$ cat config.mk
export PLATFORM = sky130hd
export DESIGN_NAME = md5spd_cell
export DESIGN_NICKNAME = d
export VERILOG_FILES = /design/src/rtl/md5spd_pkg.sv /design/src/rtl/md5spd_cell.sv
export SDC_FILE = /design/constraint.sdc
export NUM_CORES = 1
export LEC_CHECK = 0
export BUFFER_PORTS_ARGS = -buffer_cell sky130_fd_sc_hd__buf_4
export CAP_MARGIN = 20
export CORE_AREA = 5 5 505 507
export DETAILED_ROUTE_END_ITERATION = 8
export DIE_AREA = 0 0 510 512
export GPL_ROUTABILITY_DRIVEN = 1
export HOLD_SLACK_MARGIN = 0.1
export PLACE_DENSITY_LB_ADDON = 0.15
export SLEW_MARGIN = 20
export SYNTH_ARGS = -nofsm -noshare
export SYNTH_HDL_FRONTEND = slang
export SYNTH_SLANG_ARGS = --single-unit
$ cat constraint.sdc
create_clock -name i_clk -period 14.7 [get_ports i_clk]
set_clock_uncertainty 0.05 [all_clocks]
set_input_delay 0.735 -clock i_clk [delete_from_list [all_inputs] [get_ports i_clk]]
set_output_delay 0.735 -clock i_clk [all_outputs]
set_load 0.02 [all_outputs]
$ cat src/rtl/md5spd_pkg.sv
`timescale 1ns / 1ps

package md5spd_pkg;

    // one input item: message words 0 to 13, two per field
    typedef struct packed {
        logic [63:0] block_words_12_13;
        logic [63:0] block_words_10_11;
        logic [63:0] block_words_8_9;
        logic [63:0] block_words_6_7;
        logic [63:0] block_words_4_5;
        logic [63:0] block_words_2_3;
        logic [63:0] block_words_0_1;
    } t_in_item;

    // one result item: the four digest words
    typedef struct packed {
        logic [63:0] digest_cd;
        logic [63:0] digest_ab;
    } t_out_item;

    // working variables carried down the chain
    typedef struct packed {
        logic [31:0] a;
        logic [31:0] b;
        logic [31:0] c;
        logic [31:0] d;
    } t_state;

    // sixteen message words, word 0 at index 0
    typedef logic [15:0][31:0] t_msg;

    localparam int NUM_STEPS = 64;

    localparam logic [31:0] IV_A = 32'h67452301;
    localparam logic [31:0] IV_B = 32'hefcdab89;
    localparam logic [31:0] IV_C = 32'h98badcfe;
    localparam logic [31:0] IV_D = 32'h10325476;

    localparam logic [7:0] PAD_BYTE = 8'h80;

    localparam logic [1:0] RND_F = 2'd0;
    localparam logic [1:0] RND_G = 2'd1;
    localparam logic [1:0] RND_H = 2'd2;
    localparam logic [1:0] RND_I = 2'd3;

    localparam logic [63:0][31:0] STEP_K = {
        32'heb86d391, 32'h2ad7d2bb, 32'hbd3af235, 32'hf7537e82,
        32'h4e0811a1, 32'ha3014314, 32'hfe2ce6e0, 32'h6fa87e4f,
        32'h85845dd1, 32'hffeff47d, 32'h8f0ccc92, 32'h655b59c3,
        32'hfc93a039, 32'hab9423a7, 32'h432aff97, 32'hf4292244,
        32'hc4ac5665, 32'h1fa27cf8, 32'he6db99e5, 32'hd9d4d039,
        32'h04881d05, 32'hd4ef3085, 32'heaa127fa, 32'h289b7ec6,
        32'hbebfbc70, 32'hf6bb4b60, 32'h4bdecfa9, 32'ha4beea44,
        32'hfde5380c, 32'h6d9d6122, 32'h8771f681, 32'hfffa3942,
        32'h8d2a4c8a, 32'h676f02d9, 32'hfcefa3f8, 32'ha9e3e905,
        32'h455a14ed, 32'hf4d50d87, 32'hc33707d6, 32'h21e1cde6,
        32'he7d3fbc8, 32'hd8a1e681, 32'h02441453, 32'hd62f105d,
        32'he9b6c7aa, 32'h265e5a51, 32'hc040b340, 32'hf61e2562,
        32'h49b40821, 32'ha679438e, 32'hfd987193, 32'h6b901122,
        32'h895cd7be, 32'hffff5bb1, 32'h8b44f7af, 32'h698098d8,
        32'hfd469501, 32'ha8304613, 32'h4787c62a, 32'hf57c0faf,
        32'hc1bdceee, 32'h242070db, 32'he8c7b756, 32'hd76aa478
    };

    localparam logic [15:0][4:0] ROT_AMT = {
        5'd21, 5'd15, 5'd10, 5'd6,
        5'd23, 5'd16, 5'd11, 5'd4,
        5'd20, 5'd14, 5'd9,  5'd5,
        5'd22, 5'd17, 5'd12, 5'd7
    };

    // message word used by a step
    function automatic logic [3:0] msg_idx(input logic [5:0] step);
        logic [7:0] s;
        logic [7:0] g;
        s = {2'b00, step};
        case (step[5:4])
            RND_F:   g = s;
            RND_G:   g = 8'(s * 8'd5 + 8'd1);
            RND_H:   g = 8'(s * 8'd3 + 8'd5);
            RND_I:   g = 8'(s * 8'd7);
            default: g = s;
        endcase
        return g[3:0];
    endfunction

    // rotate left, amount 0 to 31
    function automatic logic [31:0] rotl(input logic [31:0] x, input logic [4:0] n);
        logic [63:0] w;
        w = {x, x} << n;
        return w[63:32];
    endfunction

endpackage

$ cat src/rtl/md5spd_cell.sv
`timescale 1ns / 1ps

module md5spd_cell (
    input  logic                i_clk,
    input  logic                i_rst_n,
    input  logic [5:0]          i_step,
    input  logic                i_valid,
    input  md5spd_pkg::t_state  i_state,
    input  md5spd_pkg::t_msg    i_msg,
    output logic                o_valid,
    output md5spd_pkg::t_state  o_state,
    output md5spd_pkg::t_msg    o_msg
);

    logic               r_valid;
    md5spd_pkg::t_state r_state;
    md5spd_pkg::t_msg   r_msg;
    md5spd_pkg::t_state n_state;
    logic [31:0]        w_f;
    logic [31:0]        w_t;

    // round function
    always_comb begin
        case (i_step[5:4])
            md5spd_pkg::RND_F: w_f = (i_state.b & i_state.c) | (~i_state.b & i_state.d);
            md5spd_pkg::RND_G: w_f = (i_state.b & i_state.d) | (i_state.c & ~i_state.d);
            md5spd_pkg::RND_H: w_f = i_state.b ^ i_state.c ^ i_state.d;
            md5spd_pkg::RND_I: w_f = i_state.c ^ (i_state.b | ~i_state.d);
            default:           w_f = i_state.b ^ i_state.c ^ i_state.d;
        endcase
    end

    // one step: sum, rotate, shift the working variables
    assign w_t = i_state.a + w_f + i_msg[md5spd_pkg::msg_idx(i_step)]
               + md5spd_pkg::STEP_K[i_step];

    always_comb begin
        n_state.a = i_state.d;
        n_state.d = i_state.c;
        n_state.c = i_state.b;
        n_state.b = i_state.b
                  + md5spd_pkg::rotl(w_t, md5spd_pkg::ROT_AMT[{i_step[5:4], i_step[1:0]}]);
    end

    // valid flag
    always_ff @(posedge i_clk) begin
        if (!i_rst_n) begin
            r_valid <= 1'b0;
        end else begin
            r_valid <= i_valid;
        end
    end

    // payload hand-off to the next cell
    always_ff @(posedge i_clk) begin
        r_state <= n_state;
        r_msg   <= i_msg;
    end

    assign o_valid = r_valid;
    assign o_state = r_state;
    assign o_msg   = r_msg;

endmodule

## After elaboration in Yosys (flattened, before gate mapping)

Memory sizes are Yosys's and may differ from the RTL's.
Index checks and enable logic that the tools add are counted.

- Output and inout port bits: 641
- ROM bits: 2128
- Register bits: 641
- Input bits: 649
- Memories: 2
- Word-level logic and storage cells: 58

Memory list:

| name | words | bits a word | read ports | clocked after Yosys merged registers in | write ports | line | text |
|---|---|---|---|---|---|---|---|
| (name not given) | 64 | 32 | 1 | 0 | 0 | md5spd_cell.sv:35 | `+ md5spd_pkg::STEP_K[i_step];` |
| (name not given) | 16 | 5 | 1 | 0 | 0 | md5spd_cell.sv:42 | `+ md5spd_pkg::rotl(w_t, md5spd_pkg::ROT_AMT[{i_step[5:4], i_step[1:0]}]);` |

- $mul: 3
- Add/sub/neg operators: 6
- Multiplexer cells: 6
- $lt $le $gt $ge: 3
- Reduce and logical (&&, ||, !) cells: 1
- Bitwise gates (word level): 12
- Shifts and indexed selects: 1
- Equality and inequality tests: 3

Operators by type and width:

| operator | number |
|---|---|
| 32-bit adder | 4 |
| 32-bit bitwise AND | 4 |
| 32-bit binary-select mux with 4-bit select | 1 |
| 32-bit case mux with 4 select lines | 1 |
| 32-bit OR | 3 |
| 32-bit XOR | 3 |
| 32-bit two-way mux | 2 |
| 32-bit NOT | 2 |
| 64-bit by 5-bit << shifter with 64-bit output | 1 |
| 4-bit case mux with 4 select lines | 1 |
| 6-bit by 3-bit multiplier with 4-bit output, second input constant | 2 |
| 4-bit by 5-bit < comparator with 1-bit output, second input constant | 2 |
| 6-bit by 7-bit < comparator with 1-bit output, second input constant | 1 |
| 6-bit by 2-bit multiplier with 4-bit output, second input constant | 1 |
| 5-bit two-way mux | 1 |
| 4-bit by 1-bit adder with 4-bit output, second input constant | 1 |
| 4-bit by 3-bit adder with 4-bit output, second input constant | 1 |
| 2-bit == test, second input constant | 2 |
| 2-bit by 1-bit == test with 1-bit output, second input constant | 1 |
| 2-bit zero test | 1 |

## Depth between registers and ports, before layout

- Depth in word-level cells: 9
- Gate-level depth with buffers: 45
- Depth with buffers taken out: 43

## Worst setup path after synthesis

OpenSTA, ideal clock, no wires.

- Kind: input -> register
- Start point: in i_step[2]
- End point: reg r_state, in the netlist o_state[95]
- Setup time: 0.072 ns
- Required time: 14.578 ns
- Path slack: 3.542 ns
- Data arrival time: 11.035 ns
- Stages on the path: 42
- Buffers on the path: 5
- Path through: inv_1 buf_1 ha_1 fa_1 o211ai_1 o31ai_1 buf_2 clkbuf_1 clkbuf_1 buf_1 a211oi_1 a21oi_1 fa_1 fa_1 ha_1 inv_1 fa_1 nand2b_1 [6 not listed] o2111ai_1 o21a_1 o21ai_0 o21ai_0 mux2i_1 ha_1 a21o_1 a21o_1 a2111oi_2 o31ai_1 a221oi_2 a21oi_1 a221o_1 and4_1 o31a_1 a41oi_1 xor2_1 xnor2_1

RTL lines:

| what | line | text |
|---|---|---|
| start, declared | md5spd_cell.sv:6 | `input logic [5:0] i_step,` |
| end signal, assigned | md5spd_cell.sv:56 | `r_state <= n_state;` |
| end, declared | md5spd_cell.sv:16 | `md5spd_pkg::t_state r_state;` |

==> metrics.md <==
| Metric | Value |
|---|---|
| Vias in the first global route | ~31,000 |
| HPWL after detailed placement | 229,000 um |
| Yosys top cell by area | dfxtp_1 |
| PwrDens | 190 nW/um^2 |
| CP max FO | 32 |
| First-pass GRT wire length | around 330,000 um |
| Drt initial violations | between 2,000 and 2,500 |
| Remaining antenna violation count | 0 |
| Cells after synthesis | 2,664 |
| Worst Hold Class | input pin to flop |
| Final instance area | around 52,000 um^2 |
| Nets | roughly 5,400 |
| Hold Path Depth | 1 |
| Port Buffer Count | ~1,300 |
| Cell Area, Synth | 28,800 um^2 |
| DR WL/cell | 32.7 um |
| CP Class | input pin to flop |
| Period minus WS final | between 10 and 15 ns |
| First drt pass iteration count | 5 |
| Top area cells in the synthesized netlist | dfxtp_1 45%, mux4_2 10%, ha_1 5.6%, fa_1 4.8%, mux2i_1 3.5% |
| Peak VDD IR | ~0.1 mV |
| Full die area | 261,000 um^2 |
| Cts repair resizes | 0 |
| Sequential share of the synthesized area | 0.446 |
| Layout cells sized above 1 | 0.364 |
| Total CTS buffers | 86 |
| Max-cap check violation count | 0 |
| Remaining DRCs | 0 |
| Max-slew violation count | 0 |
| Fin crit share | 0.838 |
| Final setup margin | 2.38 ns |
| Async set-reset flop share out of synthesis | 0 |
| Initial antenna violation count | 134 |
| CP Data Required Time | 15.30 ns |
| RSZ-0062 raised after global routing | no |
| Grt ovf | 0 |
| All-Layer GR Usage | 0.192 |
| Core box area | 250,000 um^2 |
| Number of top-level pins | roughly 1,300 |
| Max Clock Freq | just over 0.08 GHz |
| Synth Register Bits | ~640 |
| Num rows | 184 |
| Largest net degree at the start of global routing | between 100 and 150 |
| Setup TNS | 0 ns |
| Ys Warns | 0 |
| Pre-CTS setup slack | 1.52 ns |
| Commonest non-fill, non-tap cell in the layout | buf_4 |
| Outcome | finished, final reports clean |
| Sink Count | roughly 640 |
| Final Routed Wirelength | between 200,000 and 300,000 um |
| Most frequent cells in the layout | 1,340 x buf_4, 641 x dfxtp_1, 590 x dlygate4sd3_1, 196 x nand2_1, 183 x nor2_1 |
| Area grow syn2layout | 80.0% |
| # H-tree levels | 3 |
| Ys flop type | dfxtp_1 |
| Routed via count | a little over 30,000 |
| Routability Congestion | about 0.92 |
| Slowest CP cell | a21oi_1 |
| Die H | about 510 um |
| CTS tree | done |
| Worst Tran Pin Value | roughly 1.1 ns |
| Final Non-Filler Cells | roughly 8,000 |
| Die X | approximately 500 um |
| Placed cell count | 7,214 |
| Fin. Hold Viols | 0 |
| Distinct cells, synth | 80 |
| CP endpoint kind | flop |
| Maximum clock insertion buffer count | 3 |
| Mean number of vias per cell | about 3.8 |
| Synthesized net count | about 3,500 |
| CP top delay family | compound AO/OA/AOI/OAI gates |
| Post-synth EDFFs | 0 |
| Worst Path Arrival | roughly 13 ns |
| Placed inst area | about 43,000 um^2 |
| Starting density of the core | 0.115 |
| Largest stage delay, worst path | just under 0.7 ns |
| Synth top area share | 0.446 |
| WP depth | approximately 40 |
| Leak | 22.1 nW |
| Root Driver | clkbuf_16 |
| Worst-path clk slew | around 0.060 ns |
| Relative slew slack | 0.265 |
| Final setup viols | 0 |
| WP buf/inv | 5 |
| Mean Syn Cell Area | between 10 and 15 um^2 |
| Startpoint Class | input pin |
per-layer routing:
layer  global-route usage  vias up  wire [um]
met3               0.0584      386      19600
met1                0.228    15200     106000
met2                0.319     1338     123000
met4               0.0833      100      13600
met5                    0        -        583
li1                     -    13600          -
repair_timing:
item,in CTS,in global routing
hold endpoints to repair,590,0
setup endpoints to repair,0,0
setup buffers,0,0
hold buffers,590,0
worst paths after layout:
path	slack, ns	from	endpoint
max	2.38	i_step[1]	o_state[95]$_DFF_P_
min	0.17	i_state[77]	o_state[45]$_DFF_P_
cells by family after synthesis:
family | synth area share
AO/OA/AOI/OAI | 0.147
flip-flops | 0.446
XOR/XNOR | 0.0330
buffers and inverters | 0.0316
AND/OR/NAND/NOR | 0.0937
multiplexers | 0.144
adder cells (fa/ha/maj) | 0.104
registers in the layout, summed over array words and instances (netlist names):
register  flops
o_msg       512
o_state     128
o_valid       1
per-stage QoR:
stage	hold slack, ns	utilization	total power, mW
after floorplan	0.713	-	5.38
after global placement	0.798	0.171	7.60
after detailed placement	0.799	0.171	7.54
after CTS	0.101	0.206	10.0
after global routing	0.120	0.207	10.6
final	0.169	0.207	9.85
area by class of cell:
type                            instances  area, um^2
Sequential cell                       641       12800
Antenna cell                           56         140
Clock inverter                         40         553
Inverter                               95         357
Fill cell                           27600      198000
Clock buffer                          116        2480
Timing Repair Buffer                 1937       16100
Multi-Input combinational cell       1783       15100
Tap cell                             3348        4190
synth_stat cells, drive strengths merged, types with 20 or more instances:
cell type	n
a211oi	59
a21o	30
a21oi	181
a221o	34
a31oi	26
buf	46
clkbuf	99
dfxtp	641
fa	69
ha	129
inv	93
mux2i	101
mux4	131
nand2	196
nand2b	43
nand3	64
nor2	183
nor2b	32
nor3	33
o2111ai	31
o21ai	126
xnor2	80
xor2	20
power by group:
group,switching [mW],total (mW),internal [mW]
combinational,3.46,5.61,2.15
sequential,0.0544,1.96,1.91
clock,0.961,2.28,1.32
(Power assumes the default switching activity.)
